`src/hdl/rtkd_pkg.sv`:
```
// Shared types and constants for the rapid trigger key detector.
// Used by every module in hdl/; depends on nothing else.
package rtkd_pkg;

   localparam int SAMPLE_BITS   = 12;
   localparam int REQ_DATA_BITS = ((SAMPLE_BITS + 7) / 8) * 8;
   localparam int RSP_DATA_BITS = ((SAMPLE_BITS + 1 + 7) / 8) * 8;
   localparam int CSR_IDX_BITS  = 3;

   typedef logic [SAMPLE_BITS-1:0] level_type;

   typedef enum logic [CSR_IDX_BITS-1:0] {
      CSR_REST_LEVEL    = 3'd0,
      CSR_ACTIVE_LOW    = 3'd1,
      CSR_PRESS_THRESH  = 3'd2,
      CSR_RELEASE_THRESH = 3'd3,
      CSR_RAPID_OFFSET  = 3'd4
   } csr_index_type;

   typedef struct packed {
      level_type rest_level;
      logic      active_low;
      level_type press_threshold;
      level_type release_threshold;
      level_type rapid_offset;
   } cfg_type;

endpackage

```
`src/hdl/rapid_trigger_key_detector.sv`:
```
// Rapid trigger key detector, top level.
// Depends on rtkd_pkg, rtkd_csr, rtkd_travel and rtkd_decide.
//
// Usage:
//   req_* carries one raw sensor sample per word; rsp_* returns one word per
//   sample with the pressed state and the computed travel. csr_* writes the
//   rest level, polarity, press and release thresholds and rapid offset by
//   index; write it only while no sample is in flight. csr_ready is always high.
//   A word accepted on req is held in the travel register, moves to the result
//   register when the decision stage takes it and shows on rsp_tvalid
//   from the result register. Throughput is one word per cycle while rsp_tready
//   stays high, limited by the state update in the decision stage.
//   A stalled rsp_tready holds the result register; the travel register
//   still takes one word if it is empty, then req_tready drops until rsp drains.
//   Reset zeroes the configuration and key state and empties both stages; the
//   first sample afterward primes the anchor and always reports key up.
module rapid_trigger_key_detector (
   input  logic                                      clock,
   input  logic                                      reset,
   input  logic                                      req_tvalid,
   output logic                                      req_tready,
   input  logic [rtkd_pkg::REQ_DATA_BITS-1:0]        req_tdata,  // [11:0] sample
   output logic                                      rsp_tvalid,
   input  logic                                      rsp_tready,
   output logic [rtkd_pkg::RSP_DATA_BITS-1:0]        rsp_tdata,  // [0] key_down, [12:1] key_travel
   input  logic                                      csr_valid,
   output logic                                      csr_ready,
   input  logic [rtkd_pkg::CSR_IDX_BITS-1:0]         csr_index,
   input  logic [rtkd_pkg::SAMPLE_BITS-1:0]          csr_data
);
   import rtkd_pkg::*;

   cfg_type   cfg;
   logic      mid_valid;
   logic      mid_ready;
   level_type mid_travel;
   logic      key_down;
   level_type key_travel;

   rtkd_csr u_csr (
      .clock     (clock),
      .reset     (reset),
      .csr_valid (csr_valid),
      .csr_ready (csr_ready),
      .csr_index (csr_index),
      .csr_data  (csr_data),
      .cfg       (cfg)
   );

   rtkd_travel u_travel (
      .clock     (clock),
      .reset     (reset),
      .cfg       (cfg),
      .in_valid  (req_tvalid),
      .in_ready  (req_tready),
      .sample    (req_tdata[SAMPLE_BITS-1:0]),
      .out_valid (mid_valid),
      .out_ready (mid_ready),
      .travel    (mid_travel)
   );

   rtkd_decide u_decide (
      .clock      (clock),
      .reset      (reset),
      .cfg        (cfg),
      .in_valid   (mid_valid),
      .in_ready   (mid_ready),
      .travel     (mid_travel),
      .out_valid  (rsp_tvalid),
      .out_ready  (rsp_tready),
      .key_down   (key_down),
      .key_travel (key_travel)
   );

   always_comb begin
      rsp_tdata                  = '0;
      rsp_tdata[0]               = key_down;
      rsp_tdata[SAMPLE_BITS:1]   = key_travel;
   end

endmodule

```
`src/hdl/rtkd_csr.sv`:
```
// Configuration registers of the rapid trigger key detector.
// Depends on rtkd_pkg; feeds the travel and decision stages.
module rtkd_csr (
   input  logic                                clock,
   input  logic                                reset,
   input  logic                                csr_valid,
   output logic                                csr_ready,
   input  logic [rtkd_pkg::CSR_IDX_BITS-1:0]   csr_index,
   input  logic [rtkd_pkg::SAMPLE_BITS-1:0]    csr_data,
   output rtkd_pkg::cfg_type                   cfg
);
   import rtkd_pkg::*;

   cfg_type cfg_ff;
   cfg_type cfg_in;

   assign csr_ready = 1'b1;
   assign cfg       = cfg_ff;

   always_comb begin
      cfg_in = cfg_ff;
      if (csr_valid) begin
         case (csr_index)
            CSR_REST_LEVEL:     cfg_in.rest_level        = csr_data;
            CSR_ACTIVE_LOW:     cfg_in.active_low        = csr_data[0];
            CSR_PRESS_THRESH:   cfg_in.press_threshold   = csr_data;
            CSR_RELEASE_THRESH: cfg_in.release_threshold = csr_data;
            CSR_RAPID_OFFSET:   cfg_in.rapid_offset      = csr_data;
            default:            cfg_in = cfg_ff;
         endcase
      end
   end

   always_ff @(posedge clock) begin
      if (reset) begin
         cfg_ff <= '0;
      end else begin
         cfg_ff <= cfg_in;
      end
   end

endmodule

```
`src/hdl/rtkd_travel.sv`:
```
// Input stage: registers each sample word and turns it into key travel.
// Depends on rtkd_pkg.
module rtkd_travel (
   input  logic                             clock,
   input  logic                             reset,
   input  rtkd_pkg::cfg_type                cfg,
   input  logic                             in_valid,
   output logic                             in_ready,
   input  logic [rtkd_pkg::SAMPLE_BITS-1:0] sample,
   output logic                             out_valid,
   input  logic                             out_ready,
   output logic [rtkd_pkg::SAMPLE_BITS-1:0] travel
);
   import rtkd_pkg::*;

   logic      valid_ff;
   logic      valid_in;
   level_type travel_ff;
   level_type travel_in;
   logic      load;

   assign in_ready  = !valid_ff || out_ready;
   assign load      = in_valid && in_ready;
   assign valid_in  = load || (valid_ff && !out_ready);
   assign out_valid = valid_ff;
   assign travel    = travel_ff;

   // Clamp at zero when the sample sits on the wrong side of rest.
   always_comb begin
      if (cfg.active_low) begin
         travel_in = (cfg.rest_level > sample) ? cfg.rest_level - sample : '0;
      end else begin
         travel_in = (sample > cfg.rest_level) ? sample - cfg.rest_level : '0;
      end
   end

   always_ff @(posedge clock) begin
      if (reset) begin
         valid_ff <= 1'b0;
      end else begin
         valid_ff <= valid_in;
      end
   end

   always_ff @(posedge clock) begin
      if (load) begin
         travel_ff <= travel_in;
      end
   end

endmodule

```
`src/hdl/rtkd_decide.sv`:
```
// Decision stage: key state, rapid trigger anchor and the result register.
// Depends on rtkd_pkg.
module rtkd_decide (
   input  logic                             clock,
   input  logic                             reset,
   input  rtkd_pkg::cfg_type                cfg,
   input  logic                             in_valid,
   output logic                             in_ready,
   input  logic [rtkd_pkg::SAMPLE_BITS-1:0] travel,
   output logic                             out_valid,
   input  logic                             out_ready,
   output logic                             key_down,
   output logic [rtkd_pkg::SAMPLE_BITS-1:0] key_travel
);
   import rtkd_pkg::*;

   logic      pressed_ff, pressed_in;
   level_type anchor_ff, anchor_in;
   logic      repress_ff, repress_in;
   logic      primed_ff, primed_in;
   logic      valid_ff, valid_in;
   logic      down_ff;
   level_type travel_ff;
   logic      step;
   level_type peak;
   level_type low;
   logic      repress_cur;

   assign in_ready   = !valid_ff || out_ready;
   assign step       = in_valid && in_ready;
   assign valid_in   = step || (valid_ff && !out_ready);
   assign out_valid  = valid_ff;
   assign key_down   = down_ff;
   assign key_travel = travel_ff;

   assign peak        = (travel > anchor_ff) ? travel : anchor_ff;
   assign low         = (travel < anchor_ff) ? travel : anchor_ff;
   assign repress_cur = (travel <= cfg.release_threshold) ? 1'b0 : repress_ff;

   always_comb begin
      pressed_in = pressed_ff;
      anchor_in  = anchor_ff;
      repress_in = repress_ff;
      primed_in  = 1'b1;
      if (!primed_ff) begin
         pressed_in = 1'b0;
         anchor_in  = travel;
         repress_in = 1'b0;
      end else if (cfg.rapid_offset != '0) begin
         if (pressed_ff) begin
            // Release at the threshold or on a rise back from the deepest point.
            if (travel <= cfg.release_threshold || peak - travel >= cfg.rapid_offset) begin
               pressed_in = 1'b0;
               anchor_in  = travel;
               repress_in = travel > cfg.release_threshold;
            end else begin
               anchor_in = peak;
            end
         end else begin
            repress_in = repress_cur;
            anchor_in  = low;
            if (!repress_cur) begin
               if (travel >= cfg.press_threshold) begin
                  pressed_in = 1'b1;
                  anchor_in  = travel;
               end
            end else if (travel >= cfg.press_threshold &&
                         travel - low >= cfg.rapid_offset) begin
               pressed_in = 1'b1;
               anchor_in  = travel;
            end
         end
      end else begin
         if (!pressed_ff && travel >= cfg.press_threshold) begin
            pressed_in = 1'b1;
         end else if (pressed_ff && travel <= cfg.release_threshold) begin
            pressed_in = 1'b0;
         end
      end
   end

   always_ff @(posedge clock) begin
      if (reset) begin
         pressed_ff <= 1'b0;
         anchor_ff  <= '0;
         repress_ff <= 1'b0;
         primed_ff  <= 1'b0;
         valid_ff   <= 1'b0;
      end else begin
         valid_ff <= valid_in;
         if (step) begin
            pressed_ff <= pressed_in;
            anchor_ff  <= anchor_in;
            repress_ff <= repress_in;
            primed_ff  <= primed_in;
         end
      end
   end

   always_ff @(posedge clock) begin
      if (step) begin
         down_ff   <= pressed_in;
         travel_ff <= travel;
      end
   end

endmodule
```
`config.mk`:
```
export PLATFORM = sky130hd
export DESIGN_NAME = rapid_trigger_key_detector
export DESIGN_NICKNAME = d
export VERILOG_FILES = /design/src/hdl/rtkd_pkg.sv /design/src/hdl/rapid_trigger_key_detector.sv /design/src/hdl/rtkd_csr.sv /design/src/hdl/rtkd_travel.sv /design/src/hdl/rtkd_decide.sv
export SDC_FILE = /design/constraint.sdc
export NUM_CORES = 1
export LEC_CHECK = 0
export BUFFER_PORTS_ARGS = -buffer_cell sky130_fd_sc_hd__buf_2
export CORE_AREA = 2 2 174 176
export CTS_BUF_LIST = sky130_fd_sc_hd__clkbuf_8
export DETAILED_ROUTE_END_ITERATION = 16
export DIE_AREA = 0 0 176 178
export GPL_TIMING_DRIVEN = 0
export PLACE_DENSITY = 0.47
export SETUP_SLACK_MARGIN = 0.05
export SYNTH_ARGS = -nofsm -noshare
export SYNTH_HDL_FRONTEND = slang
export SYNTH_SLANG_ARGS = --single-unit
```
`constraint.sdc`:
```
create_clock -name clock -period 11.8 [get_ports clock]
set_input_delay 1.18 -clock clock [delete_from_list [all_inputs] [get_ports clock]]
set_output_delay 1.18 -clock clock [all_outputs]
set_load 0.01 [all_outputs]
```
==> results of run 1 <==
==> registers in the layout, summed over array words and instances, names as in the netlist <==
register and count:
u_decide.primed_ff 1, u_decide.key_down 1, u_decide.pressed_ff 1, u_decide.repress_ff 1, u_decide.out_valid 1, u_travel.travel 12, u_decide.key_travel 12, u_travel.out_valid 1
u_csr.cfg 49, u_decide.anchor_ff 12
==> logic make-up after synthesis <==
kind of cell | after synthesis
mux | 10
flops | 91
xor+xnor | 19
simple gates | 294
fa+ha+maj | 110
buf+inv | 137
other cells | 2
compound gates | 249
==> stage by stage <==
step	instance area, µm²	hold slack, ns	utilization
after floorplan	7247	0.4363	-
after global placement	7965	0.4454	0.2709
after detailed placement	7965	0.4473	0.2709
after CTS	8160	0.4619	0.2775
after global routing	8160	0.4784	0.2775
final	8160	0.4597	0.2775
==> synth_stat cells, types with 6 or more instances <==
library cell               instances
sky130_fd_sc_hd__nand2_1         150
sky130_fd_sc_hd__ha_1            106
sky130_fd_sc_hd__a21oi_1         103
sky130_fd_sc_hd__inv_1           101
sky130_fd_sc_hd__dfxtp_1          66
sky130_fd_sc_hd__nor2_1           44
sky130_fd_sc_hd__o21ai_0          36
sky130_fd_sc_hd__nand3_1          27
sky130_fd_sc_hd__edfxtp_1         25
sky130_fd_sc_hd__clkbuf_1         24
sky130_fd_sc_hd__a221oi_1         20
sky130_fd_sc_hd__a21o_1           18
sky130_fd_sc_hd__o21bai_1         14
sky130_fd_sc_hd__nor3_1           13
sky130_fd_sc_hd__xnor2_1          13
sky130_fd_sc_hd__mux2i_1          10
sky130_fd_sc_hd__and3_1            9
sky130_fd_sc_hd__nor2b_1           9
sky130_fd_sc_hd__nand4_1           7
sky130_fd_sc_hd__a31oi_1           6
sky130_fd_sc_hd__buf_4             6
sky130_fd_sc_hd__nor4_1            6
sky130_fd_sc_hd__xor2_1            6
==> cell type report <==
cell class	count	area [µm²]
inverter	102	382.9
sequential	91	2072
fill	3199	21240
timing repair buffer	46	230.2
clock inverter	7	71.32
tap	390	488.0
clock buffer	9	123.9
buffer	35	158.9
multi-input combinational	686	4633
==> worst min-delay path by stage <==
stage | slack (ns) | from | endpoint | cells after the start
finish | 0.46 | u_csr.cfg[27] | u_csr.cfg[27] | 2
global placement | 0.45 | u_csr.cfg[27] | u_csr.cfg[27] | 2
global route | 0.48 | u_csr.cfg[31] | u_csr.cfg[31] | 2
CTS | 0.46 | u_csr.cfg[27] | u_csr.cfg[27] | 2
detailed placement | 0.45 | u_csr.cfg[32] | u_csr.cfg[32] | 2
floorplan | 0.44 | u_csr.cfg[13] | u_csr.cfg[13] | 2
==> power groups by stage <==
stage	Clock [mW]	Sequential (mW)	Combinational, mW
after global placement	0	0.368	0.420
after floorplan	0	0.357	0.317
after CTS	0.228	0.361	0.427
after global routing	0.239	0.362	0.492
after detailed placement	0	0.368	0.422
final	0.221	0.360	0.425
==> critical path: stages, from the launching register on <==
cell                        delay [ns]
sky130_fd_sc_hd__edfxtp_1         0.63
sky130_fd_sc_hd__ha_1             0.44
sky130_fd_sc_hd__nand4_1          0.14
sky130_fd_sc_hd__nor3_2           0.26
sky130_fd_sc_hd__o21ai_1          0.13
sky130_fd_sc_hd__a22oi_2          0.39
sky130_fd_sc_hd__clkbuf_1         0.41
sky130_fd_sc_hd__nand2_1          0.09
sky130_fd_sc_hd__o21ai_0          0.14
sky130_fd_sc_hd__ha_1             0.28
sky130_fd_sc_hd__a21o_1           0.16
sky130_fd_sc_hd__a21oi_1          0.20
sky130_fd_sc_hd__o21ai_0          0.14
sky130_fd_sc_hd__a31o_2           0.28
sky130_fd_sc_hd__a41o_1           0.26
sky130_fd_sc_hd__o41ai_1          0.34
sky130_fd_sc_hd__xor2_1           0.25
sky130_fd_sc_hd__ha_1             0.28
sky130_fd_sc_hd__nand3_1          0.10
sky130_fd_sc_hd__nor3_1           0.06
sky130_fd_sc_hd__a221oi_1         0.79
sky130_fd_sc_hd__nand4_1          0.21
sky130_fd_sc_hd__nor3b_2          0.46
sky130_fd_sc_hd__a21o_1           0.18
sky130_fd_sc_hd__buf_4            0.17
sky130_fd_sc_hd__nor2b_1          0.18
sky130_fd_sc_hd__a2111oi_2        0.06
==> per-layer routing <==
metal  vias to the layer above  part of all wire  track usage
li1                       3335                 -            -
met1                      2930              0.47       0.1801
met2                       105              0.48       0.2482
met3                        26             0.031      0.02472
met4                         0             0.015      0.03375
met5                         -                 0            0
==> implementation parameters, run 1 <==
Parameter                              Value

Clocking
  # resized after CTS ... 0
  Number of setup buffers added after CTS ... 0
  Clock transition at the registers of the reported paths ... 0.11 ns
  Clock tree root driver cell ... sky130_fd_sc_hd__clkbuf_8
  Skew-Pair Late Insertion Delay ... 0.39 ns
  Clock buffer count from CTS ... 9
  Hold bufs inserted after CTS ... 0
  Clock sinks ... a little over 90
  Deepest clock path buffer count ... 2
  CTS H-Tree Depth ... 3
  CTS tree ... done

Global routing
  Total global routing track utilization ... 0.1413
  Number of antenna violations at the first check in global routing ... 0
  Vias in the first global route ... 6233
  Pin count of the biggest net entering global routing ... 17
  Wire length of the first global-routing pass ... 34.09 mm
  Remaining global-route overflow ... 0

Logic synthesis
  Post-Syn Instances ... roughly 900
  Unique cell type count in the Yosys netlist ... 69
  Total number of yosys warnings ... 0
  Cell area after synthesis ... 7239 µm²
  Number of synthesized flops with an enable pin ... 25
  Flop and latch count out of synthesis ... 91
  Fraction of synthesis flops using an asynchronous set or reset pin ... 0
  Most area-hungry cell type in the Yosys netlist ... sky130_fd_sc_hd__ha_1
  Post-Synth Adder-Cell Area ... 0.1943
  Multiplexer share of the synthesized area ... 0.01383
  Sequential share of the synthesized area ... 0.2862
  Dominant combinational cell family by area after synthesis ... compound AO/OA/AOI/OAI gates
  Synthesized area per cell ... 7.938 µm²
  Ys flop type ... sky130_fd_sc_hd__dfxtp_1
  Proportion of netlist area held by the largest area contributor ... 0.1832
  Xor/xnor cell area share of the yosys netlist ... 0.02299
  Compound-cell area share of the yosys netlist ... 0.2209
  Main area contributors after synthesis ... sky130_fd_sc_hd__ha_1, sky130_fd_sc_hd__dfxtp_1, sky130_fd_sc_hd__edfxtp_1
  Post-synthesis share of cell area spent on and, or, nand and nor gates ... 0.1860

STA
  RSZ-0062 raised after global routing ... false
  Transition time of the tightest slew-check pin ... 0.9422 ns
  Tmin final ... 7.201 ns
  Pins over their slew limit ... 0
  Final Hold Violating Endpoints ... 0
  Setup WS post-layout ... 4.599 ns
  FMAX ... approximately 140 MHz
  Relative max-transition margin ... 0.3718
  Final setup TNS ... 0 ns
  Worst clock skew on the final layout ... around 0.019 ns
  Final clock period utilization by the worst path ... 0.6102
  Setup violations, final ... 0

Power and ir drop
  Final total power ... slightly above 1 mW
  Pwr Density ... 123.3 nW/µm²
  Part of the total power dissipated in sequential elements ... 0.358
  Comb pwr share ... 0.423
  Worst vdd rail ir drop ... 0.00005578 V
  Leakage dissipation ... 3.268 nW
  Cell-internal power ... just over 600 µW
  Switching share of power ... 0.3899
  Fraction of power consumed by the clock network ... 0.219
  Net switching power figure ... about 390 µW

Placement
  Placed wire-length estimate ... 17.26 mm
  Worst slack at placement ... 4.668 ns
  Number of cells after detailed placement ... 1350
  Placer's final routability congestion estimate ... 0.7911
  Port-buffer cells ... 46

Detailed routing
  DRT Pass-1 Iters ... 5
  Post-detailed-routing wire length ... 21.74 mm
  Average vias per placed instance ... 4.682
  Via count of the routed design ... 6396
  Number of design-rule violations left by the first detailed-router iteration ... 379
  Count of antenna-violating nets left after detailed routing ... 0
  Average wire per cell in the routed design ... 15.91 µm
  DR DRC count ... 0

Setup path
  Max Fanout on Critical Path ... 10
  Slack of the worst reg-to-reg path ... about 4.6 ns
  Endpoint of the worst register-to-register path ... u_decide.anchor_ff[0]
  Kind of start point of the critical path ... flip-flop
  Destination of the critical timing path ... u_decide.anchor_ff[0]
  Cells on worst reg2reg path ... 26
  Type of the setup path with the least slack ... flip-flop to flip-flop
  Data required, critical path ... 12.07 ns
  Startpoint of the worst register-to-register path ... u_travel.travel[10]
  Crit. Startpoint ... u_travel.travel[10]
  CP endpoint kind ... flip-flop
  Worst Path Arrival ... 7.47 ns

Finish
  Most common cell after layout, fill and taps aside ... sky130_fd_sc_hd__nand2_1
  Area growth, synth to finish ... 12.72%
  Final Non-Filler Cells ... 1366
  Antenna Diode Count ... 0
  Final nets ... between 1000 and 1500
  Proportion of layout cells with a drive suffix above 1 ... 0.08607
  Most frequent cells in the layout ... sky130_fd_sc_hd__nand2_1, sky130_fd_sc_hd__ha_1, sky130_fd_sc_hd__inv_1, sky130_fd_sc_hd__a21oi_1, sky130_fd_sc_hd__dfxtp_1

Floorplanning
  Full die area ... 31330 µm²
  Cell Rows ... between 60 and 70
  Core region area ... around 29000 µm²
  Die Height ... 178 µm
  IO Pins ... 55
  Initial core utilization ... 0.2462
  Die extent in x ... 176 µm

Run
  Maxcap violations ... 0

Run status
  Outcome ... finished, final reports clean

Worst hold path
  Hold Crit Class ... flip-flop to flip-flop
(Power assumes the default switching activity.)
==> run 2, diff against run 1 <==
==> constraint.sdc (replaced) <==
create_clock -name clock -period 7.45 [get_ports clock]
set_input_delay 0.745 -clock clock [delete_from_list [all_inputs] [get_ports clock]]
set_output_delay 0.745 -clock clock [all_outputs]
set_load 0.01 [all_outputs]
==> implementation parameters, run 2 (synthesized netlist as in run 1, its figures left out) <==
Parameter                              Value

Clocking
  Clock transition at the registers of the reported paths ... 0.11 ns (about the same)
  Hold bufs inserted after CTS ... 0 (unchanged)
  CTS H-Tree Depth ... 3 (unchanged)
  CTS tree ... done
  Clock tree root driver cell ... sky130_fd_sc_hd__clkbuf_8
  Number of setup buffers added after CTS ... 0 (unchanged)
  Clock sinks ... 91 (unchanged)
  Clock buffer count from CTS ... 9 (unchanged)
  Deepest clock path buffer count ... 2 (unchanged)
  Skew-Pair Late Insertion Delay ... 0.39 ns (about the same)

Detailed routing
  DRT Pass-1 Iters ... 5 (unchanged)
  Number of design-rule violations left by the first detailed-router iteration ... 378 (-0.26%)
  Average vias per placed instance ... 4.682 (unchanged)
  Count of antenna-violating nets left after detailed routing ... 0 (unchanged)
  Average wire per cell in the routed design ... 15.90 µm (about the same)
  Via count of the routed design ... 6396 (unchanged)
  Post-detailed-routing wire length ... 21.73 mm (about the same)
  DR DRC count ... 0 (unchanged)

STA
  Relative max-transition margin ... 0.4397 (+0.06782)
  Final clock period utilization by the worst path ... 0.9187 (+0.3085)
  Transition time of the tightest slew-check pin ... 0.8334 ns (-0.1089 ns)
  Final Hold Violating Endpoints ... 0 (unchanged)
  Final setup TNS ... 0 ns (unchanged)
  Setup violations, final ... 0 (unchanged)
  Worst clock skew on the final layout ... 0.01978 ns (+0.001083 ns)
  Tmin final ... 6.844 ns (-0.3566 ns)
  RSZ-0062 raised after global routing ... true
  Pins over their slew limit ... 0 (unchanged)
  FMAX ... 146.1 MHz (+5.2%)

Floorplanning
  IO Pins ... 55 (unchanged)
  Die extent in x ... 176 µm (unchanged)
  Full die area ... 31330 µm² (unchanged)
  Cell Rows ... 63 (unchanged)
  Initial core utilization ... 0.2462 (unchanged)
  Die Height ... 178 µm (unchanged)
  Core region area ... 29400 µm² (unchanged)

Setup path
  Data required, critical path ... 7.71 ns (-4.36 ns)
  Top Family by Delay on Critical Path ... compound AO/OA/AOI/OAI gates
  Kind of start point of the critical path ... flip-flop
  Cell with the largest stage delay on the worst path ... sky130_fd_sc_hd__edfxtp_1
  Largest stage delay on the critical path ... 0.63 ns (-0.16 ns)
  Max Fanout on Critical Path ... 10 (unchanged)
  CP endpoint kind ... flip-flop
  Type of the setup path with the least slack ... flip-flop to flip-flop
  Crit. Startpoint ... u_travel.travel[5]
  Number of buffers and inverters on the critical path ... 2 (unchanged)
  Worst Path Arrival ... 7.11 ns (-0.36 ns)
  Startpoint of the worst register-to-register path ... u_travel.travel[5]

Placement
  Total placed instance area ... 7965 µm² (unchanged)
  Number of cells after detailed placement ... 1350 (unchanged)
  Placed wire-length estimate ... 17.26 mm (unchanged)
  Placer's final routability congestion estimate ... 0.7911 (unchanged)
  Port-buffer cells ... 46 (unchanged)

Finish
  Number of flip-flops under the largest register name ... 49 (unchanged)
  Proportion of layout cells with a drive suffix above 1 ... 0.08914 (+0.003074)
  Most common cell after layout, fill and taps aside ... sky130_fd_sc_hd__nand2_1
  Final nets ... 1117 (unchanged)
  Non-Filler Cell Area, Final ... 8172 µm² (+0.14%)
  Final design utilization ... 0.2779 (+0.0003830)
  Area growth, synth to finish ... 12.88%
  Most frequent cells in the layout ... sky130_fd_sc_hd__nand2_1, sky130_fd_sc_hd__ha_1, sky130_fd_sc_hd__inv_1
  Antenna Diode Count ... 0 (unchanged)
  Final Non-Filler Cells ... 1366 (unchanged)

Global routing
  Vias in the first global route ... 6233 (unchanged)
  Wire length of the first global-routing pass ... 34.09 mm (unchanged)
  Pin count of the biggest net entering global routing ... 17 (unchanged)
  Number of antenna violations at the first check in global routing ... 0 (unchanged)
  Remaining global-route overflow ... 0 (unchanged)
  Total global routing track utilization ... 0.1413 (unchanged)

Power and ir drop
  Leakage dissipation ... 3.274 nW (+0.18%)
  Pwr Density ... 195.6 nW/µm² (+59%)
  Worst vdd rail ir drop ... 0.00008869 V (+59%)

Worst hold path
  Min-Delay Startpoint ... u_csr.cfg[27]
  Hold Crit Class ... flip-flop to flip-flop

Run
  Maxcap violations ... 0 (unchanged)

Run status
  Outcome ... finished, final reports clean
==> run 2: cell count changes in the layout (fill, tap and decap cells not counted) <==
cell and delta:
sky130_fd_sc_hd__a21oi_1 -1, sky130_fd_sc_hd__a21oi_2 +1, sky130_fd_sc_hd__a221oi_1 -1, sky130_fd_sc_hd__a221oi_2 +1, sky130_fd_sc_hd__clkbuf_1 -1, sky130_fd_sc_hd__clkbuf_2 +1
sky130_fd_sc_hd__o21ai_0 -1, sky130_fd_sc_hd__o21ai_1 +1
==> run 2: through the flow <==
step / worst slack, ns / total power, mW / hold WS (ns)
2_1_floorplan: 1.898 / 1.067 / 0.4363
3_3_place_gp: 0.2921 / 1.248 / 0.4454
3_5_place_dp: 0.3185 / 1.252 / 0.4473
4_1_cts: 0.2943 / 1.609 / 0.4619
5_1_grt: 0.03420 / 1.735 / 0.4784
6_report: 0.6058 / 1.598 / 0.4597
==> run 2: path summary, 6_finish.rpt <==
kind | endpoint | cells past startpoint | slack [ns]
hold / removal | u_csr.cfg[27] | 2 | 0.46
setup / recovery | u_decide.anchor_ff[0] | 26 | 0.61
setup reg to reg | u_decide.anchor_ff[0] | 26 | 0.61
hold reg to reg | u_csr.cfg[27] | 2 | 0.46
==> run 2: routing by layer <==
layer / wire length (µm) / GRT usage / vias up
li1: - / - / 3332
met1: 10230 / 0.1801 / 2929
met2: 10500 / 0.2482 / 112
met3: 690 / 0.02472 / 23
met4: 305 / 0.03375 / 0
met5: 0 / 0 / -
==> run 2: timing repair <==
action / 4_1_cts / 5_1_grt
resized for setup: 0 / 5
setup endpoints to repair: 0 / 12
endpoints found under the hold margin: 0 / 0
==> run 2: final cells by class <==
class / count / area, µm²
fillers: 3200 / 21230
multi-input cells: 686 / 4643
flip-flops and latches: 91 / 2072
well taps: 390 / 488.0
inverters: 102 / 382.9
repair buffers: 46 / 230.2
plain buffers: 35 / 160.2
clock buffers: 9 / 123.9
clock inverters: 7 / 71.32
==> run 2: where the power goes <==
part	switching [mW]	internal, mW	total [mW]
combinational	0.395	0.284	0.679
clock	0.192	0.156	0.348
sequential	0.0360	0.534	0.570
==> run 2: worst min-delay path: stages, from the launching register on <==
cell                      delay, ns
sky130_fd_sc_hd__dfxtp_1       0.32
sky130_fd_sc_hd__nand2_1       0.05
sky130_fd_sc_hd__a21oi_1       0.05
==> run 3, diff against run 2 <==
--- a/config.mk
+++ b/config.mk
@@ -6,13 +6,14 @@
 export NUM_CORES = 1
 export LEC_CHECK = 0
 export BUFFER_PORTS_ARGS = -buffer_cell sky130_fd_sc_hd__buf_2
-export CORE_AREA = 2 2 174 176
+export CORE_AREA = 2 2 180 182
 export CTS_BUF_LIST = sky130_fd_sc_hd__clkbuf_8
 export DETAILED_ROUTE_END_ITERATION = 16
-export DIE_AREA = 0 0 176 178
+export DIE_AREA = 0 0 182 184
 export GPL_TIMING_DRIVEN = 0
 export PLACE_DENSITY = 0.47
 export SETUP_SLACK_MARGIN = 0.05
 export SYNTH_ARGS = -nofsm -noshare
 export SYNTH_HDL_FRONTEND = slang
+export SYNTH_HIERARCHICAL = 1
 export SYNTH_SLANG_ARGS = --single-unit
==> implementation parameters, run 3 <==
Parameter                              Value

Setup path
  Startpoint of the worst register-to-register path ... u_travel/travel[5]
  Max Fanout on Critical Path ... 10 (unchanged)
  Data required, critical path ... 7.73 ns (+0.02 ns)
  Endpoint of the worst register-to-register path ... u_decide/anchor_ff[6]
  Cell occurring most often along the worst timing path ... sky130_fd_sc_hd__a21oi_1
  Kind of start point of the critical path ... flip-flop
  Cells on worst reg2reg path ... 26 (unchanged)
  Largest stage delay on the critical path ... 0.74 ns (+0.11 ns)
  Cell with the largest stage delay on the worst path ... sky130_fd_sc_hd__edfxtp_1
  CP endpoint kind ... flip-flop
  Slack of the worst reg-to-reg path ... 0.44 ns (-0.17 ns)
  Type of the setup path with the least slack ... flip-flop to flip-flop
  Worst Path Arrival ... 7.29 ns (+0.18 ns)

Finish
  Final design utilization ... 0.2778 (about the same)
  Proportion of layout cells with a drive suffix above 1 ... 0.1094 (+0.02022)
  Most common cell after layout, fill and taps aside ... sky130_fd_sc_hd__ha_1
  Non-Filler Cell Area, Final ... 8720 µm² (+6.7%)
  Area growth, synth to finish ... 12.37%
  Final nets ... 1093 (-2.1%)
  Number of flip-flops under the largest register name ... 49 (unchanged)
  Fill cells ... 3416 (+6.8%)
  Most frequent cells in the layout ... sky130_fd_sc_hd__ha_1, sky130_fd_sc_hd__inv_1, sky130_fd_sc_hd__mux2i_1

Power and ir drop
  Leakage dissipation ... 3.722 nW (+14%)
  Worst vdd rail ir drop ... 0.00007305 V (-18%)
  Final total power ... 1.641 mW (+2.7%)
  Pwr Density ... 188.2 nW/µm² (-3.8%)

Detailed routing
  DRT Pass-1 Iters ... 5 (unchanged)
  Average wire per cell in the routed design ... 17.13 µm (+7.7%)
  Count of antenna-violating nets left after detailed routing ... 0 (unchanged)
  Average vias per placed instance ... 4.829 (+3.1%)
  Via count of the routed design ... 6539 (+2.2%)
  DR DRC count ... 0 (unchanged)
  Post-detailed-routing wire length ... 23.19 mm (+6.7%)
  Number of design-rule violations left by the first detailed-router iteration ... 361 (-4.5%)

Worst hold path
  Hold Crit Class ... flip-flop to flip-flop
  Terminating pin of the worst hold path ... u_decide/out_valid
  Worst hold path stage count ... 2 (unchanged)
  Min-Delay Startpoint ... u_travel/out_valid

Logic synthesis
  Top-count cell post-synth ... sky130_fd_sc_hd__ha_1
  Ys flop type ... sky130_fd_sc_hd__dfxtp_1
  Total number of yosys warnings ... 6 (+6)
  Top cells by count, synth ... sky130_fd_sc_hd__ha_1, sky130_fd_sc_hd__inv_1, sky130_fd_sc_hd__mux2i_1, sky130_fd_sc_hd__nand2b_1, sky130_fd_sc_hd__dfxtp_1
  Sequential share of the synthesized area ... 0.2670 (-0.01920)
  Most area-hungry cell type in the Yosys netlist ... sky130_fd_sc_hd__ha_1
  Unique cell type count in the Yosys netlist ... 67 (-2.9%)
  Cell area after synthesis ... 7760 µm² (+7.2%)
  Post-Syn Instances ... 886 (-2.9%)
  Fraction of synthesis flops using an asynchronous set or reset pin ... 0 (unchanged)
  Flop and latch count out of synthesis ... 91 (unchanged)
  Main area contributors after synthesis ... sky130_fd_sc_hd__ha_1, sky130_fd_sc_hd__dfxtp_1, sky130_fd_sc_hd__edfxtp_1
  Number of synthesized flops with an enable pin ... 25 (unchanged)
  Proportion of netlist area held by the largest area contributor ... 0.1725 (-0.01068)
  Synthesized area per cell ... 8.758 µm² (+10%)

STA
  Worst clock skew on the final layout ... 0.02769 ns (+0.007903 ns)
  Setup violations, final ... 0 (unchanged)
  Transition time of the tightest slew-check pin ... 0.7894 ns (-0.04403 ns)
  Final setup TNS ... 0 ns (unchanged)
  Final Hold Violating Endpoints ... 0 (unchanged)
  FMAX ... 142.6 MHz (-2.4%)
  Relative max-transition margin ... 0.4682 (+0.02854)
  Pins over their slew limit ... 0 (unchanged)
  Final clock period utilization by the worst path ... 0.9413 (+0.02261)
  RSZ-0062 raised after global routing ... true
  Worst Hold Margin ... 0.4658 ns (+0.006130 ns)
  Tmin final ... 7.013 ns (+0.1685 ns)

Run
  Maxcap violations ... 0 (unchanged)

Floorplanning
  Core region area ... 31390 µm² (+6.8%)
  Full die area ... 33490 µm² (+6.9%)
  Die Height ... 184 µm (+3.4%)
  Die extent in x ... 182 µm (+3.4%)
  Cell Rows ... 65 (+3.2%)
  IO Pins ... 55 (unchanged)
  Initial core utilization ... 0.2472 (+0.0009669)

Placement
  Total placed instance area ... 8501 µm² (+6.7%)
  Port-buffer cells ... 46 (unchanged)
  Placed wire-length estimate ... 18.29 mm (+6.0%)
  Placer's final routability congestion estimate ... 0.8080 (+2.1%)

Global routing
  Number of antenna violations at the first check in global routing ... 0 (unchanged)
  Total global routing track utilization ... 0.1426 (+0.001312)
  Pin count of the biggest net entering global routing ... 20 (+3)
  Remaining global-route overflow ... 0 (unchanged)
  Vias in the first global route ... 6560 (+5.2%)
  Wire length of the first global-routing pass ... 36.69 mm (+7.6%)

Clocking
  Clock tree root driver cell ... sky130_fd_sc_hd__clkbuf_8
  CTS H-Tree Depth ... 3 (unchanged)
  Clock sinks ... 91 (unchanged)
  Clock buffer count from CTS ... 9 (unchanged)
  Deepest clock path buffer count ... 2 (unchanged)
  Skew-Pair Late Insertion Delay ... 0.41 ns (+0.02 ns)
  CTS tree ... done
  Clock transition at the registers of the reported paths ... 0.10 ns (about the same)

Run status
  Outcome ... finished, final reports clean
[run 3: cell families after synthesis]
logic type                 count (synthesis)  share of synthesized area
AOI/OAI and AO/OA                        212                     0.1866
DFF                                       91                     0.2670
adders and majority gates                111                     0.1828
other                                      2                  0.0009678
and+or+nand+nor                          238                     0.1717
buffers and inverters                    142                    0.07772
muxes                                     71                    0.09174
xor gates and xnor gates                  19                    0.02144
[run 3: through the flow]
| step | setup slack, ns | std cells |
|---|---|---|
| finish | 0.4373 | 1354 |
| global route | 0.04782 | 1353 |
| CTS | 0.3571 | 1352 |
| detailed placement | 0.3993 | 1336 |
| global placement | 0.3414 | 1336 |
| floorplan | 1.559 | 888 |
[run 3: worst max-delay path, delay by kind of cell, from the launching register on]
kind | cells | cell delay (ns)
xor gates and xnor gates | 1 | 0.15
buffers and inverters | 2 | 0.65
and+or+nand+nor | 3 | 0.56
muxes | 2 | 0.61
adders and majority gates | 3 | 0.97
DFF | 1 | 0.74
AOI/OAI and AO/OA | 15 | 3.19
[run 3: routing by layer]
| layer | vias to the layer above | track usage | share of wire |
|---|---|---|---|
| met2 | 127 | 0.2530 | 0.49 |
| met1 | 3082 | 0.1763 | 0.45 |
| met5 | - | 0 | 0 |
| li1 | 3302 | - | - |
| met4 | 0 | 0.04968 | 0.024 |
| met3 | 28 | 0.02060 | 0.032 |
[run 3: how the worst max path moves through the flow]
stage	from	endpoint	slack, ns
CTS	u_travel/travel[9]	u_decide/anchor_ff[7]	0.36
global placement	u_travel/travel[9]	u_decide/anchor_ff[6]	0.34
global route	u_travel/travel[5]	u_decide/anchor_ff[6]	0.05
floorplan	u_travel/travel[9]	u_decide/anchor_ff[6]	1.56
finish	u_travel/travel[5]	u_decide/anchor_ff[6]	0.44
detailed placement	u_travel/travel[9]	u_decide/anchor_ff[7]	0.40
[run 3: where the power goes]
group / internal [mW] / switching [mW]
sequential: 0.535 / 0.0377
combinational: 0.308 / 0.408
clock: 0.134 / 0.218
[run 3: area by class of cell]
cell class	count	area [µm²]	area share
Tap cell	402	503.0	0.05768
Antenna cell	1	2.502	0.0002870
Clock inverter	7	73.82	0.008466
Sequential cell	91	2072	0.2376
Inverter	103	386.6	0.04434
Clock buffer	9	123.9	0.01421
Buffer	39	216.5	0.02482
Timing Repair Buffer	47	237.7	0.02726
Multi-Input combinational cell	655	5104	0.5853
[run 3: timing repair]
| item | CTS | global route |
|---|---|---|
| gates resized for setup | 0 | 3 |
| setup endpoints to repair | 0 | 8 |
| buffers inserted | 0 | 1 |
| hold buffers | 0 | 0 |
